===== config.mk =====
export PLATFORM = sky130hd
export DESIGN_NAME = efla_ctrl
export DESIGN_NICKNAME = d
export VERILOG_FILES = /design/src/hw/rtl/efla_pkg.sv /design/src/hw/rtl/efla_ctrl.sv
export SDC_FILE = /design/constraint.sdc
export NUM_CORES = 1
export LEC_CHECK = 0
export ABC_CLOCK_PERIOD_IN_PS = 2800
export BUFFER_PORTS_ARGS = -buffer_cell sky130_fd_sc_hd__buf_2
export CAP_MARGIN = 10
export CORE_MARGIN = 5
export CORE_UTILIZATION = 35
export CTS_CLUSTER_DIAMETER = 150
export DETAILED_ROUTE_END_ITERATION = 12
export SLEW_MARGIN = 20
export SYNTH_ARGS = -nofsm -noshare
export SYNTH_HDL_FRONTEND = slang
export SYNTH_SLANG_ARGS = --single-unit

===== constraint.sdc =====
create_clock -name clk -period 2.8 [get_ports clk]
set_input_delay 0.28 -clock clk [delete_from_list [all_inputs] [get_ports clk]]
set_output_delay 0.28 -clock clk [all_outputs]
set_load 0.02 [all_outputs]

===== src/hw/rtl/efla_pkg.sv =====
// ============================================================================
// efla_pkg: shared types and constants of the free list allocator
// Heap geometry, status codes, datapath operations, status bundle and
// the power-up layout of the heap memory.
// ============================================================================
package efla_pkg;

    // heap geometry
    localparam int HEAP_BYTES  = 65536;
    localparam int HEAP_WORDS  = HEAP_BYTES / 4;
    localparam int WORD_AW     = $clog2(HEAP_WORDS);
    localparam int WALK_LIMIT  = HEAP_BYTES / 8;
    localparam int WALK_W      = $clog2(WALK_LIMIT) + 1;
    localparam int BRK_W       = $clog2(HEAP_BYTES) + 1;
    localparam int ALIGN_BYTES = 8;
    localparam int RESET_CHUNK = 1 << 12;
    localparam int MIN_BLOCK   = 16;

    // field widths
    localparam int EXT_W   = 17;
    localparam int NEED_W  = 17;
    localparam int CHUNK_W = 18;
    localparam int REQ_W   = 16;
    localparam int ADDR_W  = 16;

    localparam logic [31:0] SIZE_MASK = ~32'h0000_0007;
    localparam logic [31:0] ALLOC_BIT = 32'h0000_0001;
    localparam logic [31:0] FIRST_BP  = 32'd16;

    typedef enum logic [1:0] {
        ST_DONE     = 2'd0,
        ST_NO_SPACE = 2'd1,
        ST_NULL     = 2'd2
    } status_code_t;

    typedef enum logic {
        CMD_ALLOC = 1'b0,
        CMD_FREE  = 1'b1
    } cmd_code_t;

    // datapath operations, one per controller step
    typedef enum logic [5:0] {
        OP_NONE, OP_CLEAR, OP_LOAD,
        OP_RD_HDR, OP_RD_PB_HDR, OP_RD_NB_HDR,
        OP_FF_RD_NX, OP_FF_NX, OP_FAIL, OP_GROW,
        OP_GW1, OP_GW2, OP_GW3, OP_GW4, OP_GW5,
        OP_MG1, OP_MG2, OP_MG3, OP_MG4, OP_MG5,
        OP_MA2, OP_MA3, OP_MA4,
        OP_MB2, OP_MB4,
        OP_MC0, OP_MC2, OP_MC3, OP_MC5,
        OP_MINS, OP_LI1, OP_LI2,
        OP_LR1, OP_LR2, OP_LR3, OP_LR4, OP_LR5, OP_LR6, OP_LR7,
        OP_TK1, OP_TK2, OP_TK3, OP_TK4,
        OP_TK5, OP_TK6, OP_TK7, OP_TK8, OP_TK9, OP_TK10,
        OP_FR2, OP_FR4, OP_FR5, OP_FR6,
        OP_DONE
    } dp_op_t;

    // flags from datapath to controller
    typedef struct packed {
        logic clear_done;
        logic in_free;
        logic in_null;
        logic walk_done;
        logic fit;
        logic grow_fail;
        logic bp_zero;
        logic x_zero;
        logic fh_zero;
        logic prv_zero;
        logic nxt_zero;
        logic rd_alloc;
        logic p_alloc;
        logic split_ok;
    } dp_status_t;

    // power-up heap contents: prologue, first free chunk, epilogue
    function automatic logic [31:0] init_word(input logic [WORD_AW-1:0] idx);
        logic [31:0] w;
        w = 32'd0;
        if (idx == WORD_AW'(1) || idx == WORD_AW'(2)) begin
            w = 32'd8 | ALLOC_BIT;
        end
        else if (idx == WORD_AW'(3)) begin
            w = 32'(RESET_CHUNK);
        end
        else if (idx == WORD_AW'((16 + RESET_CHUNK - 8) / 4)) begin
            w = 32'(RESET_CHUNK);
        end
        else if (idx == WORD_AW'((16 + RESET_CHUNK - 4) / 4)) begin
            w = ALLOC_BIT;
        end
        return w;
    endfunction

endpackage


===== src/hw/rtl/efla_ctrl.sv =====
// ============================================================================
// efla_ctrl: sequencer of the free list allocator
// One-hot state machine stepping the datapath through the clear pass,
// first-fit walk, heap growth, free, coalescing, list updates and block take.
// ============================================================================
module efla_ctrl
    import efla_pkg::*;
(
    input  logic       clk,
    input  logic       rst_n,
    input  dp_status_t stat,
    output dp_op_t     op,
    input  logic       in_valid,
    output logic       in_stall,
    output logic       out_valid,
    input  logic       out_stall
);

    localparam int STATE_W = 61;

    typedef enum logic [STATE_W-1:0] {
        S_CLEAR  = STATE_W'(1) << 0,  S_IDLE   = STATE_W'(1) << 1,
        S_FF_CHK = STATE_W'(1) << 2,  S_FF_SZ  = STATE_W'(1) << 3,
        S_FF_NX  = STATE_W'(1) << 4,  S_GROW   = STATE_W'(1) << 5,
        S_GW1    = STATE_W'(1) << 6,  S_GW2    = STATE_W'(1) << 7,
        S_GW3    = STATE_W'(1) << 8,  S_GW4    = STATE_W'(1) << 9,
        S_GW5    = STATE_W'(1) << 10, S_GW_END = STATE_W'(1) << 11,
        S_MG1    = STATE_W'(1) << 12, S_MG2    = STATE_W'(1) << 13,
        S_MG3    = STATE_W'(1) << 14, S_MG4    = STATE_W'(1) << 15,
        S_MG5    = STATE_W'(1) << 16, S_MA1    = STATE_W'(1) << 17,
        S_MA2    = STATE_W'(1) << 18, S_MA3    = STATE_W'(1) << 19,
        S_MA4    = STATE_W'(1) << 20, S_MB1    = STATE_W'(1) << 21,
        S_MB2    = STATE_W'(1) << 22, S_MB3    = STATE_W'(1) << 23,
        S_MB4    = STATE_W'(1) << 24, S_MC0    = STATE_W'(1) << 25,
        S_MC1    = STATE_W'(1) << 26, S_MC2    = STATE_W'(1) << 27,
        S_MC3    = STATE_W'(1) << 28, S_MC4    = STATE_W'(1) << 29,
        S_MC5    = STATE_W'(1) << 30, S_MINS   = STATE_W'(1) << 31,
        S_MG_END = STATE_W'(1) << 32, S_LI1    = STATE_W'(1) << 33,
        S_LI2    = STATE_W'(1) << 34, S_LR1    = STATE_W'(1) << 35,
        S_LR2    = STATE_W'(1) << 36, S_LR3    = STATE_W'(1) << 37,
        S_LR4    = STATE_W'(1) << 38, S_LR5    = STATE_W'(1) << 39,
        S_LR6    = STATE_W'(1) << 40, S_LR7    = STATE_W'(1) << 41,
        S_TK_RD  = STATE_W'(1) << 42, S_TK1    = STATE_W'(1) << 43,
        S_TK2    = STATE_W'(1) << 44, S_TK3A   = STATE_W'(1) << 45,
        S_TK3    = STATE_W'(1) << 46, S_TK4    = STATE_W'(1) << 47,
        S_TK5    = STATE_W'(1) << 48, S_TK6    = STATE_W'(1) << 49,
        S_TK7    = STATE_W'(1) << 50, S_TK8    = STATE_W'(1) << 51,
        S_TK9    = STATE_W'(1) << 52, S_TK10   = STATE_W'(1) << 53,
        S_FR1    = STATE_W'(1) << 54, S_FR2    = STATE_W'(1) << 55,
        S_FR3    = STATE_W'(1) << 56, S_FR4    = STATE_W'(1) << 57,
        S_FR5    = STATE_W'(1) << 58, S_FR6    = STATE_W'(1) << 59,
        S_DONE   = STATE_W'(1) << 60
    } state_t;

    state_t state_reg, state_next;
    state_t ret_reg, ret_next;       // return point of list routines
    logic   mg_grow_reg, mg_grow_next; // merge entered from heap growth
    logic   ov_reg, ov_next;

    // next state and datapath operation
    always_comb
    begin
        state_next   = state_reg;
        ret_next     = ret_reg;
        mg_grow_next = mg_grow_reg;
        ov_next      = ov_reg;
        op           = OP_NONE;
        if (ov_reg && !out_stall)
        begin
            ov_next = 1'b0;
        end
        unique case (state_reg)
            S_CLEAR:
            begin
                op = OP_CLEAR;
                if (stat.clear_done)
                begin
                    state_next = S_IDLE;
                end
            end
            S_IDLE:
            begin
                if (in_valid)
                begin
                    op = OP_LOAD;
                    priority if (stat.in_null) state_next = S_DONE;
                    else if (stat.in_free)     state_next = S_FR1;
                    else                       state_next = S_FF_CHK;
                end
            end
            // first-fit walk
            S_FF_CHK:
            begin
                if (stat.walk_done)
                begin
                    state_next = S_GROW;
                end
                else
                begin
                    op = OP_RD_HDR; state_next = S_FF_SZ;
                end
            end
            S_FF_SZ:
            begin
                if (stat.fit)
                begin
                    state_next = S_TK_RD;
                end
                else
                begin
                    op = OP_FF_RD_NX; state_next = S_FF_NX;
                end
            end
            S_FF_NX: begin op = OP_FF_NX; state_next = S_FF_CHK; end
            // heap growth
            S_GROW:
            begin
                if (stat.grow_fail)
                begin
                    op = OP_FAIL; state_next = S_DONE;
                end
                else
                begin
                    op = OP_GROW; state_next = S_GW1;
                end
            end
            S_GW1: begin op = OP_GW1; state_next = S_GW2; end
            S_GW2: begin op = OP_GW2; state_next = S_GW3; end
            S_GW3: begin op = OP_GW3; state_next = S_GW4; end
            S_GW4: begin op = OP_GW4; state_next = S_GW5; end
            S_GW5:
            begin
                op = OP_GW5; mg_grow_next = 1'b1; state_next = S_MG1;
            end
            S_GW_END:
            begin
                if (stat.bp_zero)
                begin
                    op = OP_FAIL; state_next = S_DONE;
                end
                else
                begin
                    state_next = S_TK_RD;
                end
            end
            // coalescing
            S_MG1: begin op = OP_MG1; state_next = S_MG2; end
            S_MG2: begin op = OP_MG2; state_next = S_MG3; end
            S_MG3: begin op = OP_MG3; state_next = S_MG4; end
            S_MG4: begin op = OP_MG4; state_next = S_MG5; end
            S_MG5:
            begin
                op = OP_MG5;
                priority if (stat.p_alloc && stat.rd_alloc)
                begin
                    state_next = S_MINS;
                end
                else if (stat.p_alloc)
                begin
                    ret_next = S_MB1; state_next = S_LR1;
                end
                else if (stat.rd_alloc)
                begin
                    ret_next = S_MA1; state_next = S_LR1;
                end
                else
                begin
                    ret_next = S_MC0; state_next = S_LR1;
                end
            end
            S_MA1: begin op = OP_RD_PB_HDR; state_next = S_MA2; end
            S_MA2: begin op = OP_MA2; state_next = S_MA3; end
            S_MA3: begin op = OP_MA3; state_next = S_MA4; end
            S_MA4: begin op = OP_MA4; state_next = S_MINS; end
            S_MB1: begin op = OP_RD_NB_HDR; state_next = S_MB2; end
            S_MB2: begin op = OP_MB2; state_next = S_MB3; end
            S_MB3: begin op = OP_RD_HDR; state_next = S_MB4; end
            S_MB4: begin op = OP_MB4; state_next = S_MINS; end
            S_MC0:
            begin
                op = OP_MC0; ret_next = S_MC1; state_next = S_LR1;
            end
            S_MC1: begin op = OP_RD_PB_HDR; state_next = S_MC2; end
            S_MC2: begin op = OP_MC2; state_next = S_MC3; end
            S_MC3: begin op = OP_MC3; state_next = S_MC4; end
            S_MC4: begin op = OP_RD_NB_HDR; state_next = S_MC5; end
            S_MC5: begin op = OP_MC5; state_next = S_MINS; end
            S_MINS:
            begin
                op = OP_MINS; ret_next = S_MG_END; state_next = S_LI1;
            end
            S_MG_END: state_next = mg_grow_reg ? S_GW_END : S_DONE;
            // list insert
            S_LI1:
            begin
                op = OP_LI1;
                state_next = (stat.x_zero || stat.fh_zero) ? ret_reg : S_LI2;
            end
            S_LI2: begin op = OP_LI2; state_next = ret_reg; end
            // list unlink
            S_LR1:
            begin
                if (stat.x_zero)
                begin
                    state_next = ret_reg;
                end
                else
                begin
                    op = OP_LR1; state_next = S_LR2;
                end
            end
            S_LR2:
            begin
                if (stat.rd_alloc)
                begin
                    state_next = ret_reg;
                end
                else
                begin
                    op = OP_LR2; state_next = S_LR3;
                end
            end
            S_LR3: begin op = OP_LR3; state_next = S_LR4; end
            S_LR4: begin op = OP_LR4; state_next = S_LR5; end
            S_LR5: begin op = OP_LR5; state_next = S_LR6; end
            S_LR6:
            begin
                op = OP_LR6;
                state_next = (!stat.prv_zero && !stat.nxt_zero) ? S_LR7 : ret_reg;
            end
            S_LR7: begin op = OP_LR7; state_next = ret_reg; end
            // take
            S_TK_RD: begin op = OP_RD_HDR; state_next = S_TK1; end
            S_TK1:
            begin
                op = OP_TK1; ret_next = S_TK2; state_next = S_LR1;
            end
            S_TK2:  begin op = OP_TK2; state_next = S_TK3A; end
            S_TK3A: begin op = OP_RD_HDR; state_next = S_TK3; end
            S_TK3:  begin op = OP_TK3; state_next = S_TK4; end
            S_TK4:
            begin
                op = OP_TK4;
                state_next = stat.split_ok ? S_TK5 : S_DONE;
            end
            S_TK5: begin op = OP_TK5; state_next = S_TK6; end
            S_TK6: begin op = OP_TK6; state_next = S_TK7; end
            S_TK7: begin op = OP_TK7; state_next = S_TK8; end
            S_TK8: begin op = OP_TK8; state_next = S_TK9; end
            S_TK9: begin op = OP_TK9; state_next = S_TK10; end
            S_TK10:
            begin
                op = OP_TK10; ret_next = S_DONE; state_next = S_LI1;
            end
            // free
            S_FR1: begin op = OP_RD_HDR; state_next = S_FR2; end
            S_FR2: begin op = OP_FR2; state_next = S_FR3; end
            S_FR3: begin op = OP_RD_HDR; state_next = S_FR4; end
            S_FR4: begin op = OP_FR4; state_next = S_FR5; end
            S_FR5: begin op = OP_FR5; state_next = S_FR6; end
            S_FR6:
            begin
                op = OP_FR6; mg_grow_next = 1'b0; state_next = S_MG1;
            end
            // hand over to output register
            S_DONE:
            begin
                if (!ov_reg || !out_stall)
                begin
                    op = OP_DONE; ov_next = 1'b1; state_next = S_IDLE;
                end
            end
            default: state_next = S_IDLE;
        endcase
    end

    always_ff @(posedge clk or negedge rst_n)
    begin
        if (!rst_n)
        begin
            state_reg   <= S_CLEAR;
            ret_reg     <= S_IDLE;
            mg_grow_reg <= 1'b0;
            ov_reg      <= 1'b0;
        end
        else
        begin
            state_reg   <= state_next;
            ret_reg     <= ret_next;
            mg_grow_reg <= mg_grow_next;
            ov_reg      <= ov_next;
        end
    end

    assign in_stall  = (state_reg != S_IDLE);
    assign out_valid = ov_reg;

endmodule


==> results.md <==
* Run status: finished, violations left
* Failing checks: negative setup slack
* Final Hold Viols at 0
* Die span in y at 123 µm
* Most numerous cell in the Yosys netlist: dfrtp_1
* Synth-to-Final Area Change at 72.3%
* Share of synthesized cell area in and, or, nand and nor gates at 46.5%
* Post-CTS Hold Buffers at 0
* Top cell type's share of synthesized area at 38.4%
* Seq/Total Area, Yosys at 39.6%
* Clock slew at reported path FFs at 0.06 ns
* Row count at 41
* Tmin final at 3.40 ns
* XOR/XNOR share of the synthesized area at 2.34%
* WP data arrival at 3.12 ns
* Slew @ Worst Pin at 0.909 ns
* CP Max Fanout at 7
* Flop-to-flop setup slack at -0.25 ns
* Total power at 5.35 mW
* CTS tree: built
* R2R depth at 11
* Max Slew Vio Count at 0
* Max_cap viols at 0
* Core Util, Final at 61.3%
* Antenna-violating nets left at 0
* Tot GR Track Use at 24.7%
* Routed via count at 5296
* Dominant cell type by area after synthesis: dfrtp_1
* First-pass GRT wire length at 28800 µm
* Cell count after synthesis at 462
* Die Span X at 123 µm
* Setup Crit Path Kind: reg -> out
* Hold Path Class: in -> async
* Seq cells post-synth at 71
* Drt wl/cell at 20.5 µm
* Drt drc at 0
* Sink Count at 71
* Initial core utilization at 35.6%
* Clock buffer count from CTS at 9
* RePlAce Congestion at 1.02
* DR pass1 iterations at 5
* Final setup margin at -0.596 ns
* Max reg flops at 61
* Worst setup SP type: flip-flop
* Final period util at 121%
* Die area at 15200 µm²
* Longest Clk Path Bufs at 2
* Layout cells sized above 1 at 55.8%
* Pwr/cell area at 691 nW/µm²
* Depth of the CTS H-tree at 3
* Maximum achievable frequency at 294 MHz
* Synth async-reset ratio at 100%
* RSZ-0062 raised after global routing: yes
* Vias in the first global route at 5376
* Largest net degree at the start of global routing at 72
* Worst-skew pair later-pin latency at 0.34 ns
* Synth Area in Compound Gates at 8.60%
* Hpwl dp at 13300 µm
* Post-Synth Adder-Cell Area at 0%
* Lkg Pwr at 3.67 nW
* Initial DRC count at 386
* GRT overflow at 0
* Core area at 12600 µm²
* Drt total wl at 18300 µm
* Mapped cell area at 4490 µm²
* Crit path capture type: primary output
* Antenna diodes at 0
* Dpl ws at -0.507 ns
* Final nets at 733
* Mux cell area share after synthesis at 0.223%
* Largest family of logic cells by synthesized area: simple AND/OR/NAND/NOR gates
* Synth cell count leaders: 69 x dfrtp_1, 36 x nor4_1, 33 x nand2_1
* Num ports at 26
* Max_slew headroom at 39.4%
* Number of synthesized flops with an enable pin at 0
* Ys flop type: dfrtp_1
* Mapped Avg Cell Area at 9.73 µm²
* Worst ir drop on vdd at 318 µV
* Fin Clk Skew at 0.0109 ns
* # port buffers at 25
* Top cells by area, synth: dfrtp_1 38%, nor4_2 5.6%, nor4_1 5.0%, nor4b_1 4.1%, nand4_1 3.8%
* FF-to-FF End: state_reg[2]
* Hold_ws at 0.0837 ns
* Setup violators final at 17
* R2R Path Start: state_reg[9]
* Root buffer cell: clkbuf_16
* CP Data Required Time at 2.52 ns
* Yosys Warn Count at 0
* Initial antenna violation count at 0
* Vias per cell at 5.94
* Number of distinct library cells after synthesis at 65
* Post-synth net total at 480
* Crit path launch: state_reg[9]
## stage by stage
stage	setup TNS (ns)	std cells	area, µm²
3_5_place_dp	-5.09	843	6360
4_1_cts	-4.74	884	7450
6_report	-5.16	892	7740
3_3_place_gp	-4.86	843	6360
5_1_grt	-6.71	892	7740
2_1_floorplan	-0.908	462	4640
## critical path: stages (launching register included)
cell,delay [ns]
dfrtp_1,0.38
or4_4,0.57
buf_6,0.15
nor4_4,0.28
buf_6,0.19
nand4_1,0.27
buf_4,0.25
nor4_4,0.20
buf_4,0.16
nor4_2,0.05
nand4_1,0.14
buf_6,0.14
## layout make-up
| class | count | area (µm²) |
|---|---|---|
| fill | 1035 | 4880 |
| multi-input combinational | 369 | 3360 |
| timing repair buffer | 255 | 2030 |
| sequential | 71 | 1780 |
| clock buffer | 11 | 243 |
| tap | 172 | 215 |
| clock inverter | 5 | 81.3 |
| inverter | 9 | 33.8 |
## cells by family after synthesis
| family | Yosys count |
|---|---|
| compound gates | 51 |
| buf+inv | 23 |
| simple gates | 304 |
| flops | 71 |
| xor+xnor | 12 |
| mux | 1 |
## report_power, final
part           leakage (nW)  switching (mW)  internal, mW
combinational          2.54            1.59          1.40
sequential            0.973          0.0299          1.07
clock                 0.156           0.450         0.805
## timing repair
action	4_1_cts	5_1_grt
endpoints found under the hold margin	0	0
pin swaps	50	34
gates resized for setup	113	43
setup buffers	26	11
cloned	1	0
setup endpoints to repair	25	26
## per-layer routing
layer,GRT usage [%],up-vias,part of all wire [%]
met5,0,-,0
met1,31.1,2616,39
met2,41.4,243,49
li1,-,2373,-
met4,10.3,0,4.4
met3,4.89,64,6.9
## cells in the final DEF, fill, tap and decap left out, drive strengths merged, types with 5 or more instances in the layout
master	instances
buf	255
dfrtp	69
nor4	59
nand2	33
nor2	32
nand4	29
or4	25
nor3	24
nor4b	22
o21ai	14
nand3	13
clkbuf	11
nand2b	9
inv	9
nand4b	9
nor3b	9
and2	8
or4b	7
or3	7
xnor2	6
xor2	6
or2	6
a21o	5
## how the worst max path moves through the flow
stage | slack, ns | to
floorplan | -0.15 | op[3]
finish | -0.60 | op[0]
CTS | -0.60 | op[2]
detailed placement | -0.51 | op[2]
global route | -0.71 | op[0]
global placement | -0.53 | op[2]
No activity file was read; power rests on OpenSTA's default activity.
